--- src/tmd_pkg.sv ---
// Shared types and codes for the topic/message deframer.
`timescale 1ns / 1ps

package tmd_pkg;

  // Default depth of the queue between front and back
  localparam int unsigned TmdQueueDepth = 2;

  localparam int unsigned LenWidth  = 32;
  localparam int unsigned ByteWidth = 8;

  typedef enum logic [1:0] {
    KIND_DATA        = 2'd0,
    KIND_PEER_CLOSED = 2'd1,
    KIND_TIMEOUT     = 2'd2,
    KIND_RX_ERROR    = 2'd3
  } item_kind_e;

  typedef enum logic [2:0] {
    ST_OK          = 3'd0,
    ST_PEER_CLOSED = 3'd1,
    ST_TIMEOUT     = 3'd2,
    ST_RX_ERROR    = 3'd3,
    ST_TOO_LARGE   = 3'd4
  } frame_status_e;

  // Classified request handed from front to back
  typedef struct packed {
    logic                 is_event;
    frame_status_e        status;
    logic [ByteWidth-1:0] data;
  } cmd_t;

  // One result item
  typedef struct packed {
    logic [ByteWidth-1:0] payload_byte;
    logic                 has_byte;
    logic                 in_message;
    logic                 last_of_section;
    logic                 frame_done;
    frame_status_e        frame_status;
  } res_t;

  // Queue handshake toward the back part
  typedef struct packed {
    logic valid;
    cmd_t cmd;
  } q_head_t;

endpackage

--- src/tmd_front.sv ---
// Front stage: accept input requests and classify them as data or link event.
`timescale 1ns / 1ps

module tmd_front
  import tmd_pkg::*;
(
  input  logic       clk_i,
  input  logic       rst_ni,
  input  logic       in_valid_i,
  output logic       in_ready_o,
  input  item_kind_e in_kind_i,
  input  logic [7:0] in_data_i,
  output logic       push_o,
  output cmd_t       push_cmd_o,
  input  logic       q_full_i
);

  logic valid_q, valid_d;
  cmd_t cmd_q, cmd_d;
  logic accept;

  assign push_o     = valid_q && !q_full_i;
  assign in_ready_o = !valid_q || !q_full_i;
  assign accept     = in_valid_i && in_ready_o;
  assign push_cmd_o = cmd_q;

  always_comb begin
    cmd_d.data     = in_data_i;
    cmd_d.is_event = (in_kind_i != KIND_DATA);
    unique case (in_kind_i)
      KIND_DATA:        cmd_d.status = ST_OK;
      KIND_PEER_CLOSED: cmd_d.status = ST_PEER_CLOSED;
      KIND_TIMEOUT:     cmd_d.status = ST_TIMEOUT;
      KIND_RX_ERROR:    cmd_d.status = ST_RX_ERROR;
      default:          cmd_d.status = ST_OK;
    endcase
  end

  always_comb begin
    if (accept) begin
      valid_d = 1'b1;
    end else if (push_o) begin
      valid_d = 1'b0;
    end else begin
      valid_d = valid_q;
    end
  end

  always_ff @(posedge clk_i or negedge rst_ni) begin
    if (!rst_ni) begin
      valid_q <= 1'b0;
    end else begin
      valid_q <= valid_d;
    end
  end

  always_ff @(posedge clk_i) begin
    if (accept) begin
      cmd_q <= cmd_d;
    end
  end

endmodule

--- src/tmd_queue.sv ---
// Short request queue between front and back.
`timescale 1ns / 1ps

module tmd_queue
  import tmd_pkg::*;
#(
  parameter int unsigned Depth = TmdQueueDepth
) (
  input  logic    clk_i,
  input  logic    rst_ni,
  input  logic    push_i,
  input  cmd_t    push_cmd_i,
  output logic    full_o,
  input  logic    pop_i,
  output q_head_t head_o
);

  localparam int unsigned PtrWidth = (Depth > 1) ? $clog2(Depth) : 1;
  localparam int unsigned CntWidth = $clog2(Depth + 1);
  localparam logic [PtrWidth-1:0] LastPtr = PtrWidth'(Depth - 1);
  localparam logic [CntWidth-1:0] FullCnt = CntWidth'(Depth);

  cmd_t                mem_q [Depth];
  logic [PtrWidth-1:0] wr_ptr_q, wr_ptr_d, rd_ptr_q, rd_ptr_d;
  logic [CntWidth-1:0] cnt_q, cnt_d;

  assign full_o       = (cnt_q == FullCnt);
  assign head_o.valid = (cnt_q != '0);
  assign head_o.cmd   = mem_q[rd_ptr_q];

  always_comb begin
    wr_ptr_d = wr_ptr_q;
    rd_ptr_d = rd_ptr_q;
    cnt_d    = cnt_q;
    if (push_i) begin
      wr_ptr_d = (wr_ptr_q == LastPtr) ? '0 : wr_ptr_q + 1'b1;
    end
    if (pop_i) begin
      rd_ptr_d = (rd_ptr_q == LastPtr) ? '0 : rd_ptr_q + 1'b1;
    end
    if (push_i && !pop_i) begin
      cnt_d = cnt_q + 1'b1;
    end else if (pop_i && !push_i) begin
      cnt_d = cnt_q - 1'b1;
    end
  end

  always_ff @(posedge clk_i or negedge rst_ni) begin
    if (!rst_ni) begin
      wr_ptr_q <= '0;
      rd_ptr_q <= '0;
      cnt_q    <= '0;
    end else begin
      wr_ptr_q <= wr_ptr_d;
      rd_ptr_q <= rd_ptr_d;
      cnt_q    <= cnt_d;
    end
  end

  always_ff @(posedge clk_i) begin
    if (push_i) begin
      mem_q[wr_ptr_q] <= push_cmd_i;
    end
  end

  // Front must never push into a full queue, and back must pop only a filled one
  assert property (@(posedge clk_i) disable iff (!rst_ni) full_o |-> !push_i || pop_i)
    else $error("push into full queue");
  assert property (@(posedge clk_i) disable iff (!rst_ni) pop_i |-> head_o.valid)
    else $error("pop from empty queue");

endmodule

--- src/tmd_back.sv ---
// Back part: frame parser with length checks and a registered result stage.
`timescale 1ns / 1ps

module tmd_back
  import tmd_pkg::*;
(
  input  logic                clk_i,
  input  logic                rst_ni,
  input  q_head_t             head_i,
  output logic                pop_o,
  input  logic [LenWidth-1:0] max_topic_i,
  input  logic [LenWidth-1:0] max_msg_i,
  output logic                out_valid_o,
  input  logic                out_ready_i,
  output res_t                out_res_o
);

  typedef enum logic [1:0] {
    PH_TOPIC_LEN  = 2'd0,
    PH_TOPIC_BODY = 2'd1,
    PH_MSG_LEN    = 2'd2,
    PH_MSG_BODY   = 2'd3
  } phase_e;

  phase_e              phase_q, phase_d;
  logic [1:0]          idx_q, idx_d;
  logic [LenWidth-1:0] acc_q, acc_d;
  logic [LenWidth-1:0] rem_q, rem_d;
  logic                out_valid_q;
  res_t                out_res_q;

  logic                produce;
  res_t                res;
  logic [LenWidth-1:0] acc_full, limit, rem_dec;
  logic                is_msg, last;

  assign pop_o       = head_i.valid && (!out_valid_q || out_ready_i);
  assign out_valid_o = out_valid_q;
  assign out_res_o   = out_res_q;

  assign acc_full = {acc_q[LenWidth-ByteWidth-1:0], head_i.cmd.data};
  assign is_msg   = (phase_q == PH_MSG_LEN) || (phase_q == PH_MSG_BODY);
  assign limit    = is_msg ? max_msg_i : max_topic_i;
  assign rem_dec  = rem_q - LenWidth'(rem_q != '0);
  assign last     = (rem_dec == '0);

  always_comb begin
    phase_d = phase_q;
    idx_d   = idx_q;
    acc_d   = acc_q;
    rem_d   = rem_q;
    produce = 1'b0;
    res     = '0;
    if (head_i.cmd.is_event) begin
      // Drop partial progress and report the event
      phase_d          = PH_TOPIC_LEN;
      idx_d            = '0;
      acc_d            = '0;
      rem_d            = '0;
      produce          = 1'b1;
      res.frame_done   = 1'b1;
      res.frame_status = head_i.cmd.status;
    end else begin
      unique case (phase_q)
        PH_TOPIC_LEN, PH_MSG_LEN: begin
          if (idx_q != 2'd3) begin
            idx_d = idx_q + 2'd1;
            acc_d = acc_full;
          end else begin
            idx_d = '0;
            acc_d = '0;
            if (acc_full > limit) begin
              phase_d          = PH_TOPIC_LEN;
              rem_d            = '0;
              produce          = 1'b1;
              res.frame_done   = 1'b1;
              res.frame_status = ST_TOO_LARGE;
            end else if (acc_full == '0) begin
              phase_d = PH_MSG_LEN;
              if (is_msg) begin
                phase_d        = PH_TOPIC_LEN;
                rem_d          = '0;
                produce        = 1'b1;
                res.frame_done = 1'b1;
              end
            end else begin
              rem_d   = acc_full;
              phase_d = is_msg ? PH_MSG_BODY : PH_TOPIC_BODY;
            end
          end
        end
        PH_TOPIC_BODY, PH_MSG_BODY: begin
          rem_d               = rem_dec;
          produce             = 1'b1;
          res.payload_byte    = head_i.cmd.data;
          res.has_byte        = 1'b1;
          res.in_message      = is_msg;
          res.last_of_section = last;
          if (last) begin
            phase_d = is_msg ? PH_TOPIC_LEN : PH_MSG_LEN;
            idx_d   = '0;
            acc_d   = '0;
            res.frame_done = is_msg;
          end
        end
        default: begin
          phase_d = PH_TOPIC_LEN;
        end
      endcase
    end
  end

  always_ff @(posedge clk_i or negedge rst_ni) begin
    if (!rst_ni) begin
      phase_q     <= PH_TOPIC_LEN;
      idx_q       <= '0;
      acc_q       <= '0;
      rem_q       <= '0;
      out_valid_q <= 1'b0;
      out_res_q   <= '0;
    end else if (pop_o) begin
      phase_q     <= phase_d;
      idx_q       <= idx_d;
      acc_q       <= acc_d;
      rem_q       <= rem_d;
      out_valid_q <= produce;
      out_res_q   <= res;
    end else if (out_ready_i) begin
      out_valid_q <= 1'b0;
    end
  end

  // A body phase always has bytes left to take
  assert property (@(posedge clk_i) disable iff (!rst_ni)
    (phase_q == PH_TOPIC_BODY || phase_q == PH_MSG_BODY) |-> rem_q != '0)
    else $error("body phase with no bytes remaining");
  // A result without a body byte always closes the frame
  assert property (@(posedge clk_i) disable iff (!rst_ni)
    out_valid_q && !out_res_q.has_byte |-> out_res_q.frame_done)
    else $error("empty result that does not end the frame");
  // A successful frame end only comes on a message byte or an empty message
  assert property (@(posedge clk_i) disable iff (!rst_ni)
    out_valid_q && out_res_q.frame_done && out_res_q.has_byte |->
      out_res_q.in_message && out_res_q.last_of_section)
    else $error("frame ended on a byte that is not the last message byte");

endmodule

--- src/topic_message_deframer_unit.sv ---
// Top level of the topic/message deframer: config registers, front, queue and back.
`timescale 1ns / 1ps

//  channel  | direction | handshake                    | payload
//  ---------+-----------+------------------------------+------------------------------------
//  s_axis   | in        | s_axis_tvalid/s_axis_tready  | tdata: data_byte; tuser: item_kind
//  m_axis   | out       | m_axis_tvalid/m_axis_tready  | tdata: payload_byte; tlast: frame_done;
//           |           |                              | tuser: has_byte, in_message,
//           |           |                              |        last_of_section, frame_status
//  cfg      | in        | cfg_we_i (no back-pressure)  | cfg_idx_i, cfg_wdata_i
//
// One request per cycle sustained while the result stream is not stalled. A request passes
// the front register, the queue and the result register.
// The back part handles each byte in one combinational parser step (one 32-bit compare
// and one 32-bit decrement per byte).
// Reset clears the parser to await a topic length and sets both maximum lengths to all ones.
// A stalled output holds the back part; the queue then fills and s_axis_tready falls.

module topic_message_deframer_unit
  import tmd_pkg::*;
#(
  parameter int unsigned QueueDepth = TmdQueueDepth
) (
  input  logic                clk_i,
  input  logic                rst_ni,
  // input stream
  input  logic                s_axis_tvalid,
  output logic                s_axis_tready,
  input  logic [7:0]          s_axis_tdata,   // [7:0] data_byte
  input  logic [1:0]          s_axis_tuser,   // [1:0] item_kind
  // result stream
  output logic                m_axis_tvalid,
  input  logic                m_axis_tready,
  output logic [7:0]          m_axis_tdata,   // [7:0] payload_byte
  output logic                m_axis_tlast,   // frame_done
  output logic [5:0]          m_axis_tuser,   // [0] has_byte, [1] in_message,
                                              // [2] last_of_section, [5:3] frame_status
  // configuration writes
  input  logic                cfg_we_i,
  input  logic                cfg_idx_i,
  input  logic [LenWidth-1:0] cfg_wdata_i
);

  localparam logic RegMaxTopic = 1'b0;
  localparam logic RegMaxMsg   = 1'b1;

  logic [LenWidth-1:0] max_topic_q, max_msg_q;

  logic    push, q_full, pop;
  cmd_t    push_cmd;
  q_head_t head;
  res_t    out_res;

  // Hold the length limits; writes must come only while the block is idle, which it does not enforce
  always_ff @(posedge clk_i or negedge rst_ni) begin
    if (!rst_ni) begin
      max_topic_q <= '1;
      max_msg_q   <= '1;
    end else if (cfg_we_i) begin
      unique case (cfg_idx_i)
        RegMaxTopic: max_topic_q <= cfg_wdata_i;
        RegMaxMsg:   max_msg_q   <= cfg_wdata_i;
        default:     max_topic_q <= max_topic_q;
      endcase
    end
  end

  // Classify each request as a data byte or a link event
  tmd_front u_front (
    .clk_i      (clk_i),
    .rst_ni     (rst_ni),
    .in_valid_i (s_axis_tvalid),
    .in_ready_o (s_axis_tready),
    .in_kind_i  (item_kind_e'(s_axis_tuser)),
    .in_data_i  (s_axis_tdata),
    .push_o     (push),
    .push_cmd_o (push_cmd),
    .q_full_i   (q_full)
  );

  // Decouple classification from parsing so each side stalls on its own
  tmd_queue #(
    .Depth (QueueDepth)
  ) u_queue (
    .clk_i      (clk_i),
    .rst_ni     (rst_ni),
    .push_i     (push),
    .push_cmd_i (push_cmd),
    .full_o     (q_full),
    .pop_i      (pop),
    .head_o     (head)
  );

  // Advance the frame parser and register its result
  tmd_back u_back (
    .clk_i       (clk_i),
    .rst_ni      (rst_ni),
    .head_i      (head),
    .pop_o       (pop),
    .max_topic_i (max_topic_q),
    .max_msg_i   (max_msg_q),
    .out_valid_o (m_axis_tvalid),
    .out_ready_i (m_axis_tready),
    .out_res_o   (out_res)
  );

  assign m_axis_tdata = out_res.payload_byte;
  assign m_axis_tlast = out_res.frame_done;
  assign m_axis_tuser = {out_res.frame_status, out_res.last_of_section,
                         out_res.in_message, out_res.has_byte};

endmodule
--- config.mk ---
export PLATFORM = sky130hd
export DESIGN_NAME = topic_message_deframer_unit
export DESIGN_NICKNAME = d
export VERILOG_FILES = /design/src/tmd_pkg.sv /design/src/tmd_front.sv /design/src/tmd_queue.sv /design/src/tmd_back.sv /design/src/topic_message_deframer_unit.sv
export SDC_FILE = /design/constraint.sdc
export NUM_CORES = 1
export LEC_CHECK = 0
export BUFFER_PORTS_ARGS = -buffer_cell sky130_fd_sc_hd__clkbuf_2
export CORE_MARGIN = 8
export CORE_UTILIZATION = 35
export DETAILED_ROUTE_END_ITERATION = 10
export PLACE_DENSITY = 0.57
export SLEW_MARGIN = 20
export SYNTH_ARGS = -nofsm -noshare
export SYNTH_HDL_FRONTEND = slang
export SYNTH_SLANG_ARGS = --single-unit
--- constraint.sdc ---
create_clock -name clk_i -period 5.3 [get_ports clk_i]
set_clock_uncertainty 0.2 [all_clocks]
set_input_delay 0 -clock clk_i [delete_from_list [all_inputs] [get_ports clk_i]]
set_output_delay 0 -clock clk_i [all_outputs]
set_load 0.05 [all_outputs]
==> key figures <==
Status
  – Status: finished clean

GRT
  – GRT overflow: 0
  – Number of antenna violations at the first check in global routing: 0
  – Total GRT Usage: 14.4%
  – First-pass GRT wire length: 35.6 mm
  – Vias in the first global route: 6447
  – Pin count of the biggest net entering global routing: 102

Drt
  – Routed WL: 21.8 mm
  – Pre-Repair DR Iteration Count: 5
  – DRT iter0 DRCs: 446
  – # DRC: 0
  – Antenna Nets Post-Route: 0
  – Routed wire per std cell: 17.9 µm
  – Vias: 6386
  – DR vias/cell: 5.25

Finish
  – NumNets Final: 959
  – Most frequent cells in the layout: dfrtp_1, mux2_2, dfstp_2
  – Most common cell after layout, fill and taps aside: dfrtp_1
  – Share of layout cells above drive strength 1: 29.3%
  – Area Growth Syn to Fin: 19.0%
  – ANT cells: 0

Floorplanning
  – Core area: 25200 µm²
  – Io pins: 65
  – Chip Width: 176 µm
  – Die area: 31000 µm²
  – Initial Utilization: 35.6%
  – Die height: 176 µm
  – Row cnt: 58

Place
  – I/O Buffers: 64
  – Post-Place Worst Slack: 559 ps
  – HPWL Detailed: 15.1 mm
  – Gpl congestion: 0.882

Synthesis
  – Post-Syn Area: 8960 µm²
  – Predominant post-synthesis flop cell: dfrtp_1
  – Yosys cell types: 63
  – FF+latch count, synth: 178
  – Mean Syn Cell Area: 11.5 µm²
  – Post-synth EDFFs: 33
  – Sequential area share after synthesis: 52.4%
  – Syn Inst Count: 778
  – Post-synth ARST share: 81.5%
  – Syn Nets: 863
  – Yosys warns: 0

STA
  – Rel. slew slack: 32.6%
  – Final setup margin: 549 ps
  – Max Clock Freq: 0.210 GHz
  – Slew @ Worst Pin: 1000 ps
  – Final Critical Period: 4750 ps
  – Setup-failing EPs final: 0
  – Total negative setup slack: 0 ps
  – RSZ-0062 raised after global routing: false
  – Pins Over Slew Limit: 0
  – Hold Vio Cnt, Final: 0
  – Period Utilization, post-route: 89.6%

Clock tree
  – Post-CTS setup buffers: 0
  – Clock Tree Buf Depth: 2
  – TritonCTS clock tree: built
  – CTS Buf Count: 17
  – Root buffer cell: clkbuf_16
  – Clock latency at the later pin of the worst-skew pair: 440 ps
  – CTS Sinks: 178
  – H-tree levels: 4
  – Hold buffer count at CTS: 45
  – CTS resizes: 0
  – Worst-path clk slew: 70 ps

Worst setup path
  – Worst path arrival time: 4870 ps
  – Slowest CP cell: nor3_1
  – CP max stage delay: 790 ps
  – Critical path peak fanout: 26
  – Setup crit end kind: flop
  – CP Cell Sequence: nor4_2 -> buf_4 -> nand3b_1 -> nor2_1 -> nand4_1 -> ha_1 -> nor4b_4 -> nand4_1 -> nor3_1 -> nand2_1 -> a2111o_1 -> a2111o_1 -> a21o_1 -> mux2_2
  – Startpoint types: flop
  – CP required: 5420 ps
  – Crit Path Category: reg2reg

Min path
  – Worst Hold Class: in2async

Power
  – Max VDD drop: 0.273 mV
  – Static Leakage: 0.00440 µW
  – Power per cell area: 546 nW/µm²
  – Total power: 5820 µW

Job
  – Total of max-cap violations: 0
[sequential cells by signal, indices dropped and copies added (netlist names)]
register and cells:
u_back.out_res_o 15, max_topic_q 32, u_back.idx_q 2, u_queue.wr_ptr_q 1
u_back.rem_q 32, u_back.acc_q 24, max_msg_q 32, u_back.phase_q 2
u_front.push_cmd_o 11, u_queue.rd_ptr_q 1, u_queue.cnt_q 2, u_front.valid_q 1
u_queue.mem_q 22, u_back.out_valid_o 1
[layer usage]
layer / vias up / track usage (%) / part of all wire [%] / wire length (µm)
met4: 0 / 4.24 / 1.4 / 298
met5: - / 0 / 0 / 0
met3: 18 / 2.61 / 3.0 / 647
met1: 3128 / 19.0 / 47 / 10200
met2: 142 / 23.8 / 49 / 10600
li1: 3098 / - / - / -
[layout make-up]
type / count / area (µm²)
fill: 2359 / 14500
tap: 330 / 413
multi-input combinational: 542 / 4030
clock buffer: 17 / 425
sequential: 178 / 4700
clock inverter: 15 / 169
timing repair buffer: 122 / 875
inverter: 13 / 48.8
[kinds of logic after synthesis]
group	share of synthesized area, %
fa+ha+maj	5.17
xor+xnor	1.56
mux	13.1
simple gates	12.0
compound gates	13.0
flops	52.4
buf+inv	2.72
[Yosys cell counts (3+ instances only)]
cell type	instances	area (µm²)
mux2i_1	37	370
buf_6	3	33.8
inv_1	12	45.0
edfxtp_1	33	991
a22oi_1	7	52.6
nand2b_1	6	37.5
nor4_1	18	113
nand3_1	10	50.1
nor2b_1	4	25.0
dfrtp_1	81	2030
o22ai_1	5	31.3
buf_2	3	15.0
nor2_1	43	161
o31ai_1	7	52.6
dfstp_2	64	1680
nand4_1	15	93.8
a2111o_1	3	33.8
nor3_1	25	125
nand2_1	48	180
a32oi_1	5	43.8
o21ai_0	57	285
xnor2_1	13	114
o211ai_1	3	22.5
a21oi_1	43	215
or3_1	4	25.0
a22o_1	24	210
ha_1	37	463
mux2_2	71	800
clkbuf_1	31	116
and2_1	5	31.3
buf_1	8	30.0
xor2_1	3	26.3
a21o_1	11	82.6
nand3b_1	3	22.5
[report_power, final]
| part | total (µW) | switching [µW] | leakage [µW] | internal, µW |
|---|---|---|---|---|
| Combinational | 2400 | 1510 | 0.00205 | 888 |
| Sequential | 2180 | 377 | 0.00207 | 1800 |
| Clock | 1240 | 611 | 0.000283 | 633 |
[per-stage QoR]
step	instance area, µm²	instances	hold WS (ps)	utilization (%)
finish	10700	1217	63.4	42.4
global route	10700	1217	51.3	42.4
CTS	10700	1217	54.0	42.3
detailed placement	9620	1140	-21.3	38.2
global placement	9620	1140	-21.6	38.2
floorplan	8960	778	-496	-
[worst max-delay path, delay by kind of cell, from the launching register on]
family,cells,cell delay [ps]
simple gates,8,1770
compound gates,3,1430
flops,1,460
mux,1,410
buf+inv,1,160
fa+ha+maj,1,210
[worst paths after layout]
| kind | depth (start not counted) | slack [ps] | endpoint | start |
|---|---|---|---|---|
| max | 14 | 550 | u_back.idx_q[0] | u_back.rem_q[21] |
| min | 2 | 60 | u_queue.rd_ptr_q | rst_ni |
| max reg2reg | 14 | 550 | u_back.idx_q[0] | u_back.rem_q[21] |
| min reg2reg | 0 | 260 | u_queue.mem_q[1][0] | u_front.push_cmd_o[0] |
| max in group asynchronous | 3 | 3710 | u_back.acc_q[13] | rst_ni |
| min in group clk_i | 4 | 60 | max_msg_q[21] | cfg_we_i |
Power figures use the tool's default switching activity.
